===== src/sv/cnw_pkg.sv =====
// Shared types, constants and strobe tables for the character LCD nibble writer.
// Used by every module of the block; no dependencies of its own.
package cnw_pkg;

   localparam int NUM_LINES     = 4;
   localparam int BUSY_WAIT_US  = 1000;
   localparam int E_PULSE_US    = 10;
   localparam int WAIT_MAX      = 32767;
   localparam int CLEAR_WAIT_US = 500;
   localparam int POWER_ON_US   = 25000;
   localparam int GAP_LONG_US   = 2000;
   localparam int GAP_SHORT_US  = 64;
   localparam int GAP_SETUP_US  = 2500;

   localparam int WAIT_W      = 15;
   localparam int WAIT_CALC_W = 18;
   localparam int STEP_W      = 4;
   localparam int ADDR_W      = 7;

   localparam logic [STEP_W-1:0] INIT_LAST_STEP = 4'd10;
   localparam logic [STEP_W-1:0] BYTE_LAST_STEP = 4'd1;

   localparam logic [7:0] CMD_SET_DDRAM     = 8'h80;
   localparam logic [7:0] CMD_FUNCTION_SET  = 8'h28;
   localparam logic [7:0] CMD_ENTRY_MODE    = 8'h06;
   localparam logic [7:0] CMD_DISPLAY_ON    = 8'h0C;
   localparam logic [7:0] CMD_RETURN_HOME   = 8'h02;
   localparam logic [7:0] CMD_CLEAR_DISPLAY = 8'h01;
   localparam logic [7:0] CHAR_NEWLINE      = 8'd10;
   localparam logic [3:0] NIB_WAKE          = 4'h3;
   localparam logic [3:0] NIB_FOUR_BIT      = 4'h2;

   localparam logic [ADDR_W-1:0] LINE0_RESET = 7'd0;
   localparam logic [ADDR_W-1:0] LINE1_RESET = 7'd64;
   localparam logic [ADDR_W-1:0] LINE2_RESET = 7'd20;
   localparam logic [ADDR_W-1:0] LINE3_RESET = 7'd84;

   typedef enum logic [2:0] {
      REQ_INIT     = 3'd0,
      REQ_CHAR     = 3'd1,
      REQ_INSTR    = 3'd2,
      REQ_SET_LINE = 3'd3,
      REQ_GOTO     = 3'd4,
      REQ_CLEAR    = 3'd5,
      REQ_HOME     = 3'd6
   } req_code_type;

   // one queued command: either the whole init sequence or one byte write
   typedef struct packed {
      logic              is_init;
      logic              rs;
      logic [7:0]        data;
      logic [WAIT_W-1:0] wait0;
   } cmd_type;

   typedef struct packed {
      logic full;
      logic empty;
   } q_status_type;

   typedef struct packed {
      logic [3:0]        nibble;
      logic [WAIT_W-1:0] wait_us;
   } strobe_type;

   function automatic logic [WAIT_W-1:0] sat_wait(input logic [WAIT_CALC_W-1:0] w);
      logic [WAIT_W-1:0] r;
      if (w > WAIT_CALC_W'(WAIT_MAX)) r = WAIT_W'(WAIT_MAX);
      else r = w[WAIT_W-1:0];
      return r;
   endfunction

   function automatic strobe_type init_strobe(input logic [STEP_W-1:0] step);
      strobe_type s;
      logic [WAIT_W-1:0] w_pulse;
      logic [WAIT_W-1:0] w_long;
      logic [WAIT_W-1:0] w_setup;
      w_pulse = WAIT_W'(E_PULSE_US);
      w_long  = sat_wait(WAIT_CALC_W'(E_PULSE_US + GAP_LONG_US + BUSY_WAIT_US));
      w_setup = sat_wait(WAIT_CALC_W'(E_PULSE_US + GAP_SETUP_US + BUSY_WAIT_US));
      case (step)
         4'd0:  s = '{NIB_WAKE, sat_wait(WAIT_CALC_W'(POWER_ON_US))};
         4'd1:  s = '{NIB_WAKE, sat_wait(WAIT_CALC_W'(E_PULSE_US + GAP_LONG_US))};
         4'd2:  s = '{NIB_FOUR_BIT, sat_wait(WAIT_CALC_W'(E_PULSE_US + GAP_SHORT_US))};
         4'd3:  s = '{CMD_FUNCTION_SET[7:4], w_long};
         4'd4:  s = '{CMD_FUNCTION_SET[3:0], w_pulse};
         4'd5:  s = '{CMD_ENTRY_MODE[7:4], w_long};
         4'd6:  s = '{CMD_ENTRY_MODE[3:0], w_pulse};
         4'd7:  s = '{CMD_DISPLAY_ON[7:4], w_setup};
         4'd8:  s = '{CMD_DISPLAY_ON[3:0], w_pulse};
         4'd9:  s = '{CMD_RETURN_HOME[7:4], w_setup};
         4'd10: s = '{CMD_RETURN_HOME[3:0], w_pulse};
         default: s = '{4'h0, w_pulse};
      endcase
      return s;
   endfunction

endpackage


===== src/sv/cnw_front.sv =====
// Front end: accepts requests, holds line start registers and line/busy state,
// and turns each request into a queued command. Depends on cnw_pkg.
module cnw_front (
   input  logic                             clock,
   input  logic                             reset,
   input  logic                             req_valid,
   input  logic                             req_stall,
   input  logic [2:0]                       req_type,
   input  logic [7:0]                       req_data_byte,
   input  logic [7:0]                       req_line_sel,
   input  logic [7:0]                       req_col,
   input  logic [7:0]                       req_row,
   input  logic                             csr_we,
   input  logic [1:0]                       csr_index,
   input  logic [cnw_pkg::ADDR_W-1:0]       csr_wdata,
   output logic                             q_push,
   output cnw_pkg::cmd_type                 q_cmd
);

   logic [cnw_pkg::ADDR_W-1:0] line_start_ff [4];
   logic [7:0] cur_line_ff, cur_line_in;
   logic       pend_ff, pend_in;

   logic       accept;
   logic       emit;
   logic       is_init;
   logic       rs;
   logic       use_col;
   logic       is_addr;
   logic [7:0] plain_byte;
   logic [7:0] target;
   logic [7:0] row_eff;
   logic [1:0] idx;
   logic [7:0] addr_byte;
   logic [cnw_pkg::WAIT_CALC_W-1:0] wait_calc;

   assign accept = req_valid && !req_stall;

   always_ff @(posedge clock) begin
      if (reset) begin
         line_start_ff[0] <= cnw_pkg::LINE0_RESET;
         line_start_ff[1] <= cnw_pkg::LINE1_RESET;
         line_start_ff[2] <= cnw_pkg::LINE2_RESET;
         line_start_ff[3] <= cnw_pkg::LINE3_RESET;
         cur_line_ff      <= '0;
         pend_ff          <= 1'b0;
      end else begin
         if (csr_we) line_start_ff[csr_index] <= csr_wdata;
         if (accept) begin
            cur_line_ff <= cur_line_in;
            pend_ff     <= pend_in;
         end
      end
   end

   assign row_eff = (cnw_pkg::NUM_LINES == 1) ? 8'd0 : req_row;

   always_comb begin
      emit        = 1'b0;
      is_init     = 1'b0;
      rs          = 1'b0;
      use_col     = 1'b0;
      is_addr     = 1'b0;
      plain_byte  = req_data_byte;
      target      = 8'd0;
      idx         = 2'd0;
      cur_line_in = cur_line_ff;
      pend_in     = pend_ff;
      case (cnw_pkg::req_code_type'(req_type))
         cnw_pkg::REQ_INIT: begin
            emit        = 1'b1;
            is_init     = 1'b1;
            cur_line_in = 8'd0;
            pend_in     = 1'b0;
         end
         cnw_pkg::REQ_CHAR: begin
            emit = 1'b1;
            if (req_data_byte == cnw_pkg::CHAR_NEWLINE) begin
               is_addr = 1'b1;
               if (cur_line_ff >= 8'(cnw_pkg::NUM_LINES - 1)) target = 8'd0;
               else target = 8'(cur_line_ff + 8'd1);
            end else begin
               rs = 1'b1;
            end
         end
         cnw_pkg::REQ_INSTR: emit = 1'b1;
         cnw_pkg::REQ_SET_LINE: begin
            emit    = 1'b1;
            is_addr = 1'b1;
            target  = req_line_sel;
         end
         cnw_pkg::REQ_GOTO: begin
            // rows past the display produce nothing
            if (row_eff < 8'(cnw_pkg::NUM_LINES) && row_eff < 8'd4) begin
               emit    = 1'b1;
               use_col = 1'b1;
               idx     = row_eff[1:0];
            end
         end
         cnw_pkg::REQ_CLEAR: begin
            emit        = 1'b1;
            plain_byte  = cnw_pkg::CMD_CLEAR_DISPLAY;
            cur_line_in = 8'd0;
         end
         cnw_pkg::REQ_HOME: begin
            emit        = 1'b1;
            plain_byte  = cnw_pkg::CMD_RETURN_HOME;
            cur_line_in = 8'd0;
         end
         default: emit = 1'b0;
      endcase

      if (is_addr) begin
         cur_line_in = target;
         idx         = (target < 8'd4) ? target[1:0] : 2'd0;
      end

      // byte writes pay off the clear delay, then clear sets it again
      if (emit && !is_init) pend_in = 1'b0;
      if (cnw_pkg::req_code_type'(req_type) == cnw_pkg::REQ_CLEAR) pend_in = 1'b1;
   end

   assign addr_byte = 8'(cnw_pkg::CMD_SET_DDRAM + {1'b0, line_start_ff[idx]}
                         + (use_col ? req_col : 8'd0));

   assign wait_calc = cnw_pkg::WAIT_CALC_W'(cnw_pkg::E_PULSE_US + cnw_pkg::BUSY_WAIT_US)
                    + (pend_ff ? cnw_pkg::WAIT_CALC_W'(cnw_pkg::CLEAR_WAIT_US) : '0);

   assign q_push        = accept && emit;
   assign q_cmd.is_init = is_init;
   assign q_cmd.rs      = rs;
   assign q_cmd.data    = (is_addr || use_col) ? addr_byte : plain_byte;
   assign q_cmd.wait0   = cnw_pkg::sat_wait(wait_calc);

endmodule


===== src/sv/cnw_queue.sv =====
// Two-entry command queue between the front end and the strobe sequencer.
// Depends on cnw_pkg for the command and status types.
module cnw_queue (
   input  logic                  clock,
   input  logic                  reset,
   input  logic                  push,
   input  cnw_pkg::cmd_type      push_cmd,
   input  logic                  pop,
   output cnw_pkg::cmd_type      head,
   output cnw_pkg::q_status_type status
);

   cnw_pkg::cmd_type slot_ff [2];
   logic       wr_ptr_ff;
   logic       rd_ptr_ff;
   logic [1:0] count_ff, count_in;

   always_comb begin
      count_in = count_ff;
      if (push && !pop) count_in = 2'(count_ff + 2'd1);
      else if (pop && !push) count_in = 2'(count_ff - 2'd1);
   end

   always_ff @(posedge clock) begin
      if (reset) begin
         wr_ptr_ff <= 1'b0;
         rd_ptr_ff <= 1'b0;
         count_ff  <= '0;
      end else begin
         if (push) wr_ptr_ff <= !wr_ptr_ff;
         if (pop) rd_ptr_ff <= !rd_ptr_ff;
         count_ff <= count_in;
      end
   end

   always_ff @(posedge clock) begin
      if (push) slot_ff[wr_ptr_ff] <= push_cmd;
   end

   assign head         = slot_ff[rd_ptr_ff];
   assign status.full  = (count_ff == 2'd2);
   assign status.empty = (count_ff == 2'd0);

endmodule


===== src/sv/cnw_back.sv =====
// Strobe sequencer: expands the queue head into E-strobe events and holds
// them in the output register. Depends on cnw_pkg.
module cnw_back (
   input  logic                         clock,
   input  logic                         reset,
   input  cnw_pkg::cmd_type             head,
   input  cnw_pkg::q_status_type        q_status,
   output logic                         pop,
   output logic                         rsp_valid,
   input  logic                         rsp_stall,
   output logic                         rsp_reg_select,
   output logic [3:0]                   rsp_nibble,
   output logic [cnw_pkg::WAIT_W-1:0]   rsp_wait_us,
   output logic                         rsp_last
);

   logic [cnw_pkg::STEP_W-1:0] step_ff, step_in;
   logic                       valid_ff, valid_in;
   logic                       rs_ff;
   logic [3:0]                 nib_ff;
   logic [cnw_pkg::WAIT_W-1:0] wait_ff;
   logic                       last_ff;

   logic                       advance;
   logic                       fire;
   logic                       is_last;
   cnw_pkg::strobe_type        strobe;

   assign advance = !valid_ff || !rsp_stall;
   assign fire    = advance && !q_status.empty;

   always_comb begin
      if (head.is_init) begin
         strobe  = cnw_pkg::init_strobe(step_ff);
         is_last = (step_ff == cnw_pkg::INIT_LAST_STEP);
      end else begin
         strobe.nibble  = (step_ff == '0) ? head.data[7:4] : head.data[3:0];
         strobe.wait_us = (step_ff == '0) ? head.wait0
                                          : cnw_pkg::WAIT_W'(cnw_pkg::E_PULSE_US);
         is_last = (step_ff == cnw_pkg::BYTE_LAST_STEP);
      end
      step_in  = step_ff;
      valid_in = valid_ff;
      if (advance) valid_in = !q_status.empty;
      if (fire) step_in = is_last ? '0 : cnw_pkg::STEP_W'(step_ff + 1'b1);
   end

   always_ff @(posedge clock) begin
      if (reset) begin
         step_ff  <= '0;
         valid_ff <= 1'b0;
      end else begin
         step_ff  <= step_in;
         valid_ff <= valid_in;
      end
   end

   // payload loads only with a new strobe, so a stalled output holds
   always_ff @(posedge clock) begin
      if (fire) begin
         rs_ff   <= head.rs && !head.is_init;
         nib_ff  <= strobe.nibble;
         wait_ff <= strobe.wait_us;
         last_ff <= is_last;
      end
   end

   assign pop            = fire && is_last;
   assign rsp_valid      = valid_ff;
   assign rsp_reg_select = rs_ff;
   assign rsp_nibble     = nib_ff;
   assign rsp_wait_us    = wait_ff;
   assign rsp_last       = last_ff;

endmodule


===== src/sv/char_lcd_nibble_writer_top.sv =====
// Top level of the character LCD nibble writer: front end, command queue and
// strobe sequencer. Depends on cnw_pkg, cnw_front, cnw_queue and cnw_back.

// Each request expands into E-strobe events for an HD44780-style display in
// 4-bit mode: a byte write gives two strobes, high nibble first, init gives
// eleven, an out-of-range goto or unused type gives none. The sequencer emits
// one strobe per cycle while the queue holds a command and the output is not
// stalled; a two-entry queue lets the next requests be taken while a command
// is still being expanded and lets either side stall. Each strobe carries the
// minimum wait in microseconds before it; pacing the pins is left to the
// consumer. The user must write line start addresses through the csr port only
// while the block is idle; the block itself does not enforce this.
module char_lcd_nibble_writer_top (
   input  logic                       clock,
   input  logic                       reset,
   input  logic                       req_valid,
   output logic                       req_stall,
   input  logic [2:0]                 req_type,
   input  logic [7:0]                 req_data_byte,
   input  logic [7:0]                 req_line_sel,
   input  logic [7:0]                 req_col,
   input  logic [7:0]                 req_row,
   output logic                       rsp_valid,
   input  logic                       rsp_stall,
   output logic                       rsp_reg_select,
   output logic [3:0]                 rsp_nibble,
   output logic [cnw_pkg::WAIT_W-1:0] rsp_wait_us,
   output logic                       rsp_last,
   input  logic                       csr_we,
   input  logic [1:0]                 csr_index,
   input  logic [cnw_pkg::ADDR_W-1:0] csr_wdata
);

   logic                  q_push;
   logic                  q_pop;
   cnw_pkg::cmd_type      q_cmd;
   cnw_pkg::cmd_type      q_head;
   cnw_pkg::q_status_type q_status;

   assign req_stall = q_status.full;

   cnw_front u_front (
      .clock         (clock),
      .reset         (reset),
      .req_valid     (req_valid),
      .req_stall     (req_stall),
      .req_type      (req_type),
      .req_data_byte (req_data_byte),
      .req_line_sel  (req_line_sel),
      .req_col       (req_col),
      .req_row       (req_row),
      .csr_we        (csr_we),
      .csr_index     (csr_index),
      .csr_wdata     (csr_wdata),
      .q_push        (q_push),
      .q_cmd         (q_cmd)
   );

   cnw_queue u_queue (
      .clock    (clock),
      .reset    (reset),
      .push     (q_push),
      .push_cmd (q_cmd),
      .pop      (q_pop),
      .head     (q_head),
      .status   (q_status)
   );

   cnw_back u_back (
      .clock          (clock),
      .reset          (reset),
      .head           (q_head),
      .q_status       (q_status),
      .pop            (q_pop),
      .rsp_valid      (rsp_valid),
      .rsp_stall      (rsp_stall),
      .rsp_reg_select (rsp_reg_select),
      .rsp_nibble     (rsp_nibble),
      .rsp_wait_us    (rsp_wait_us),
      .rsp_last       (rsp_last)
   );

   a_queue_sane: assert property (@(posedge clock) disable iff (reset)
      !(q_status.full && q_status.empty))
      else $error("queue reports full and empty");

   a_no_push_full: assert property (@(posedge clock) disable iff (reset)
      q_status.full |-> !q_push)
      else $error("push into full queue");

   a_no_pop_empty: assert property (@(posedge clock) disable iff (reset)
      q_status.empty |-> !q_pop)
      else $error("pop from empty queue");

   // the rest of a command follows without a gap once a strobe is taken
   a_strobes_gapless: assert property (@(posedge clock) disable iff (reset)
      rsp_valid && !rsp_last && !rsp_stall |=> rsp_valid)
      else $error("gap inside a command's strobes");

endmodule


===== config.mk =====
export PLATFORM = sky130hd
export DESIGN_NAME = char_lcd_nibble_writer_top
export DESIGN_NICKNAME = d
export VERILOG_FILES = /design/src/sv/cnw_pkg.sv /design/src/sv/cnw_front.sv /design/src/sv/cnw_queue.sv /design/src/sv/cnw_back.sv /design/src/sv/char_lcd_nibble_writer_top.sv
export SDC_FILE = /design/constraint.sdc
export NUM_CORES = 1
export LEC_CHECK = 0
export BUFFER_PORTS_ARGS = -buffer_cell sky130_fd_sc_hd__buf_2
export CAP_MARGIN = 20
export CORE_MARGIN = 3
export CORE_UTILIZATION = 40
export CTS_CLUSTER_SIZE = 20
export DETAILED_ROUTE_END_ITERATION = 6
export GPL_ROUTABILITY_DRIVEN = 0
export PLACE_DENSITY = 0.57
export SLEW_MARGIN = 20
export SYNTH_ARGS = -nofsm -noshare
export SYNTH_HDL_FRONTEND = slang
export SYNTH_SLANG_ARGS = --single-unit

===== constraint.sdc =====
create_clock -name clock -period 5.5 [get_ports clock]
set_input_delay 1.1 -clock clock [delete_from_list [all_inputs] [get_ports clock]]
set_output_delay 1.1 -clock clock [all_outputs]
set_load 0.005 [all_outputs]

==> results of run 1 <==
## per-stage QoR
stage	util (%)	total power, mW	worst slack [ns]	instances
6_report	47.3	2.17	1.16	656
5_1_grt	47.3	2.30	0.891	656
4_1_cts	47.3	2.19	1.16	656
3_5_place_dp	45.1	1.61	0.787	640
3_3_place_gp	45.1	1.60	0.890	640
2_1_floorplan	-	1.45	1.55	419
## power breakdown
group / internal (mW) / switching [mW] / total (mW)
Clock: 0.307 / 0.277 / 0.584
Combinational: 0.225 / 0.310 / 0.535
Sequential: 0.993 / 0.0557 / 1.05
Total: 1.52 / 0.643 / 2.17
## layout make-up
type	count	share of cell area (%)
well taps	168	3.65
multi-input cells	290	37.4
inverters	11	0.717
clock inverters	7	0.891
flip-flops and latches	102	47.5
repair buffers	69	6.00
clock buffers	9	3.91
## tightest hold or removal path, stage by stage (launching register included)
cell and delay [ns]:
dfxtp_1 0.32, nand2_1 0.05, a21oi_1 0.05
## per-layer routing
| metal | GRT usage (%) | share of wire [%] | vias to the layer above |
|---|---|---|---|
| met2 | 25.2 | 51 | 69 |
| met4 | 6.96 | 2.6 | 0 |
| met5 | 0 | 0 | - |
| met1 | 17.0 | 42 | 1516 |
| met3 | 4.50 | 4.8 | 16 |
| li1 | - | - | 1654 |
## cells by family (layout without fill, tap and decap cells)
| group | Yosys count | count (layout) |
|---|---|---|
| AOI/OAI and AO/OA | 80 | 80 |
| buffers and inverters | 27 | 96 |
| muxes | 20 | 20 |
| other | 1 | 2 |
| adders and majority gates | 14 | 14 |
| DFF | 102 | 102 |
| and+or+nand+nor | 160 | 160 |
| xor gates and xnor gates | 14 | 14 |
## path summary, 6_finish.rpt
| path | start | endpoint | cells past startpoint |
|---|---|---|---|
| worst max-delay path | req_type[0] | u_queue.slot_ff[0][21]$_DFFE_PP_ | 14 |
| worst min-delay path | u_front.cur_line_ff[2]$_SDFFE_PP0P_ | u_front.cur_line_ff[2]$_SDFFE_PP0P_ | 2 |
| worst max register to register | u_front.cur_line_ff[0]$_SDFFE_PP0P_ | u_queue.slot_ff[0][21]$_DFFE_PP_ | 15 |
| worst min register to register | u_front.cur_line_ff[2]$_SDFFE_PP0P_ | u_front.cur_line_ff[2]$_SDFFE_PP0P_ | 2 |
## cells in the final DEF, fill, tap and decap left out, types with 8 or more instances in the layout
cell       synthesis  layout
a21oi_1           22      22
buf_2              2      69
o21ai_1            8       8
dfxtp_1           33      33
and2_1            33      33
ha_1              13      13
nand2b_1          12      12
edfxtp_1          69      69
nand2_1           39      39
clkbuf_16          0       9
nor2_1            27      27
mux2i_1           13      13
inv_1              9       9
==> metrics.yaml, run 1 <==
grtUsageTotal_pct: 14.8
final.setup_skew_ns: 0.00608
cts_buffers: 9
clk_path_buf_depth: 2
multi_input_area_um2: 2150
worst_slew_pin_slew_ns: 1.06
required_ns: 5.60
yosysTopAreaCellShare_pct: 41.1
cts-root-buf: "clkbuf_16"
cellLeakagePower_nw: 2.25
placed_area_um2: 5480
yosysUniqueCellTypes: 78
hold_path_class: "reg2reg"
synth_top_area_cell: "edfxtp_1"
hpwlAfterDp_um: 7450
avgSynthCellArea_um2: 12.1
worstPathMaxFanout: 14
synth_fa_ha_area_share_pct: 3.62
grt_max_degree: 29
grt.overflow.total: 0
synthMuxAreaShare_pct: 5.78
ys_top_cells_by_count: "69 x edfxtp_1, 39 x nand2_1, 33 x and2_1, 33 x dfxtp_1, 27 x nor2_1"
synth_area_leaders: "edfxtp_1 41%, dfxtp_1 13%, and2_1 4.1%, ha_1 3.2%, nand2_1 2.9%"
cts_tree: "done"
grt_first_pass_wirelength_um: 16400
cts_hold_buf: 0
synth_area_um2: 5040
finalSetupViolCount: 0
cts_setup_buffers: 0
slew_violations: 0
ios: 72
rsz0062_at_grt: "false"
reg2reg_slack_ns: 1.90
yosysWarnings: 0
ys_async_sr_fraction_pct: 0
die_area_um2: 14000
syn_inst: 418
synth.most_common_cell: "edfxtp_1"
cp_num_buf_inv: 1
drc: 0
numPortBuffers: 69
cts_resized: 0
synth_compound_area_share_pct: 11.8
core_um2: 12200
path_clk_slew_ns: 0.07
cts_max_level: 3
postRouteAntennaNets: 0
design_area_um2: 5760
synth_edf_count: 69
worstPathArrival_ns: 4.44
status: "finished, final reports clean"
path_cells: "buf_2, nor2_1, and4_1, a211oi_2, mux2i_1, mux2i_1, ha_1, fa_1, a21o_1, a21oi_1, o21bai_1, a21oi_1, xnor2_1, a22o_1"
die_h_um: 118
vias: 3255
die_w_um: 118
synthSimpleGateAreaFrac_pct: 18.2
initial_core_util_pct: 41.4
drt_pass1_iterations: 4
finalCritPeriodShare_pct: 78.9
drive_above_1_share_pct: 24.6
clock_sinks: 102
start_kind: "input port"
hold_viol: 0
finish.net_count: 546
cp_slowest_cell: "a211oi_2"
synth_top_family_by_area: "simple AND/OR/NAND/NOR gates"
clk_latency_ns: 0.35
antenna_cells: 0
fillers: 1128
synth_xor_xnor_area_share_pct: 3.10
peakVddDrop_mv: 0.171
routedWlPerCell_um: 15.1
wirelength_um: 9890
grt_pass1_vias: 3298
rows: 40
worst-setup-path-type: "in2reg"
synth_seq_cells: 102
max_cap_viol_count: 0
p_per_area_nw_per_um2: 377
grt_antenna_before_repair: 0
relSlewSlack_pct: 29.0
whs_ns: 0.462
fin_setup_tns_ns: 0
endpoint_kind: "flop"
seqCellArea_um2: 2730
cp_top_family: "compound AO/OA/AOI/OAI gates"
ys_seq_area_share_pct: 54.2
period_needed_ns: 4.34
area_delta_synth_final_pct: 14.2
clock.fmax_mhz: 230
drt-vias-per-instance: 4.96
drt_iter0_drc: 202
synth-main-ff-cell: "edfxtp_1"
cp_slowest_stage_delay_ns: 0.78
Note: power is estimated with default switching activity, not from simulation.
==> inputs of run 2 (changes only) <==
- ABC_AREA: unset -> 1
- clock period: 5.5 -> 4.4 ns (I/O delays scaled with it)
==> metrics.yaml, run 2 <==
path_clk_slew_ns: 0.07  # about the same
cts_setup_buffers: 0  # unchanged
die_w_um: 118  # +0.16%
synth_top_family_by_area: "simple AND/OR/NAND/NOR gates"
synth_area_leaders: "edfxtp_1 41%, dfxtp_1 13%, nand2_1 10%, inv_1 6.4%, nor2_1 5.3%"
clock.fmax_mhz: 293
rsz0062_at_grt: "false"
slew_violations: 0  # unchanged
multi_input_area_um2: 1900  # -12%
avgSynthCellArea_um2: 8.79  # -27%
reg2reg_from: "u_front.cur_line_ff[0]$_SDFFE_PP0P_"
worstPathArrival_ns: 3.52  # -0.92 ns
area_delta_synth_final_pct: 15.5
cp_top_family: "simple AND/OR/NAND/NOR gates"
worst_slew_pin_slew_ns: 1.04  # -0.0189 ns
grt.overflow.total: 0  # unchanged
start_kind: "input port"
endpoint_kind: "flop"
synth_top_area_cell: "edfxtp_1"
relSlewSlack_pct: 30.2  # +1.3 points
finalSetupViolCount: 0  # unchanged
period_needed_ns: 3.42
max_cap_viol_count: 0  # unchanged
place_ws_ns: 0.620  # -0.167 ns
worstPathMaxFanout: 15  # +1
drive_above_1_share_pct: 19.1  # -5.5 points
cts_resized: 0  # unchanged
seqCellArea_um2: 2730  # unchanged
die_area_um2: 14000  # +0.31%
synth_xor_xnor_area_share_pct: 1.51  # -1.6 points
worst-setup-path-type: "in2reg"
clk_path_buf_depth: 2  # unchanged
cts-root-buf: "clkbuf_16"
yosysWarnings: 0  # unchanged
finalCritPeriodShare_pct: 77.7
synth_seq_cells: 102  # unchanged
ys_top_cells_by_count: "136 x nand2_1, 86 x inv_1, 72 x nor2_1"
ys_seq_area_share_pct: 54.0  # -0.17 points
reg2reg_slack_ns: 1.34  # -0.56 ns
yosysUniqueCellTypes: 42  # -46%
layout_commonest_cell: "nand2_1"
peakVddDrop_mv: 0.411  # +140%
grt_max_degree: 21  # -28%
cp_slowest_cell: "fa_1"
cts_hold_buf: 0  # unchanged
grt_busiest_layer: "met2"
layout_common_cells: "136 x nand2_1, 86 x inv_1, 71 x nor2_1, 69 x buf_2, 69 x edfxtp_1"
clk_latency_ns: 0.35  # about the same
hold_path_class: "reg2reg"
synthSimpleGateAreaFrac_pct: 24.9  # +6.7 points
synthMuxAreaShare_pct: 0.792  # -5.0 points
ios: 72  # unchanged
grt_first_pass_wirelength_um: 17600  # +7.2%
synth_area_um2: 5060  # +0.32%
cts_max_level: 3  # unchanged
die_h_um: 118  # +0.16%
synth_fa_ha_area_share_pct: 3.61  # -0.012 points
cellLeakagePower_nw: 2.71  # +20%
drt_iter0_drc: 181  # -10%
synth_edf_count: 69  # unchanged
core_um2: 12200  # unchanged
clock_sinks: 102  # unchanged
use_met3_pct: 4.40  # -0.096 points
cts_buffers: 9  # unchanged
grt_pass1_vias: 3588  # +8.8%
grtUsageMet2_pct: 28.8  # +3.6 points
drc: 0  # unchanged
fin_setup_tns_ns: 0  # unchanged
cp_num_buf_inv: 1  # unchanged
postRouteAntennaNets: 0  # unchanged
required_ns: 4.50  # -1.10 ns
syn_inst: 575  # +38%
p_per_area_nw_per_um2: 454  # +21%
hpwlAfterDp_um: 8300  # +11%
holdPathEnd: "u_front.cur_line_ff[6]$_SDFFE_PP0P_"
grt_use_met1_pct: 17.7  # +0.74 points
vias: 3761  # +16%
fillers: 1185  # +5.1%
drt-vias-per-instance: 4.60  # -7.3%
hold_viol: 0  # unchanged
finish.net_count: 707  # +29%
cts_tree: "done"
whs_path_depth: 2  # unchanged
status: "finished, final reports clean"
grt_antenna_before_repair: 0  # unchanged
grtUsageTotal_pct: 15.9  # +1.1 points
drt_pass1_iterations: 7  # +3
synth-main-ff-cell: "edfxtp_1"
reg2reg_to: "u_queue.slot_ff[1][21]$_DFFE_PP_"
crit_top_cell: "nand2_1"
wirelength_um: 10600  # +6.9%
setup_ws_ns: 0.982  # -0.180 ns
final.setup_skew_ns: 0.00948  # +0.00340 ns
rows: 40  # unchanged
routedWlPerCell_um: 12.9  # -14%
synth_compound_area_share_pct: 6.61  # -5.2 points
yosysTopAreaCellShare_pct: 41.0  # -0.13 points
hold_start: "u_front.cur_line_ff[6]$_SDFFE_PP0P_"
path_cells: "buf_2, nor2_1, nand3_1, nor3_4, nand2_2, nand2_4, nand2_1, nand3_1, nand2_1, ha_1, fa_1, nand3_1, nand3_1, nand2_1, nand2_1, a21oi_1, xor2_1, nand2_1, nand2_1"
r2r_cells: 21  # +6
initial_core_util_pct: 41.6  # +0.13 points
numPortBuffers: 69  # unchanged
synth.most_common_cell: "nand2_1"
p_total_mw: 2.65  # +22%
cp_slowest_stage_delay_ns: 0.40  # -0.38 ns
ys_async_sr_fraction_pct: 0  # unchanged
## run 2: cell types whose count changed in the layout (fill, tap and decap cells not counted), sizes merged, moves of 5 or more
cell / before / now
a221oi: 6 / 0
a22o: 6 / 0
o21ai: 15 / 20
and2: 33 / 1
nand2: 42 / 144
inv: 11 / 100
nand3: 6 / 52
clkinv: 5 / 0
nand2b: 13 / 0
mux2i: 15 / 4
a22oi: 5 / 0
nor2: 28 / 80
## run 2: logic make-up after synthesis
group | Yosys count
fa+ha+maj | 14
flops | 102
simple gates | 286
xor+xnor | 7
mux | 4
buf+inv | 107
compound gates | 54
other cells | 1
## run 2: routing by layer
metal / share of wire [%] / vias to the layer above
li1: - / 1992
met1: 41 / 1686
met2: 52 / 68
met3: 4.5 / 15
met4: 2.3 / 0
met5: 0 / -
## run 2: cell type report
type / instances / area share [%]
sequential: 102 / 46.8
multi-input combinational: 367 / 32.6
inverter: 95 / 6.15
timing repair buffer: 69 / 5.92
clock buffer: 9 / 3.86
tap: 168 / 3.60
clock inverter: 7 / 1.05
antenna: 1 / 0.0429
## run 2: how the worst max path moves through the flow
stage / cells after the start / slack (ns) / to / from
floorplan: 19 / 1.05 / u_queue.slot_ff[0][21]$_DFFE_PP_ / req_type[2]
global placement: 19 / 0.69 / u_queue.slot_ff[0][21]$_DFFE_PP_ / req_row[2]
detailed placement: 19 / 0.62 / u_queue.slot_ff[1][21]$_DFFE_PP_ / req_row[4]
CTS: 19 / 0.99 / u_queue.slot_ff[1][21]$_DFFE_PP_ / req_row[4]
global route: 19 / 0.68 / u_queue.slot_ff[0][21]$_DFFE_PP_ / req_row[4]
finish: 19 / 0.98 / u_queue.slot_ff[1][21]$_DFFE_PP_ / req_row[4]
## run 2: worst reg2reg max path, stage by stage (launching register included)
cell and delay [ns]:
dfxtp_1 0.32, ha_1 0.19, inv_1 0.05, nand2_1 0.04
nor2_1 0.18, nand4_1 0.12, nand2_1 0.14, nand2_4 0.13
nand2_4 0.15, nand2_1 0.07, nand3_1 0.07, nand2_1 0.06
ha_1 0.20, fa_1 0.40, nand3_1 0.09, nand3_1 0.08
nand2_1 0.08, nand2_1 0.05, a21oi_1 0.16, xor2_1 0.09
nand2_1 0.07, nand2_1 0.06
## run 2: report_power, final
group	internal, mW	switching (mW)
Sequential	1.23	0.0569
Combinational	0.209	0.382
Clock	0.396	0.375
Total	1.84	0.814
## run 2: through the flow
step	util, %	cells	area [um^2]	hold slack [ns]
2_1_floorplan	-	576	5060	0.426
5_1_grt	48.0	817	5840	0.483
4_1_cts	48.0	817	5830	0.467
3_5_place_dp	45.6	801	5550	0.458
6_report	48.0	818	5840	0.462
3_3_place_gp	45.6	801	5550	0.448
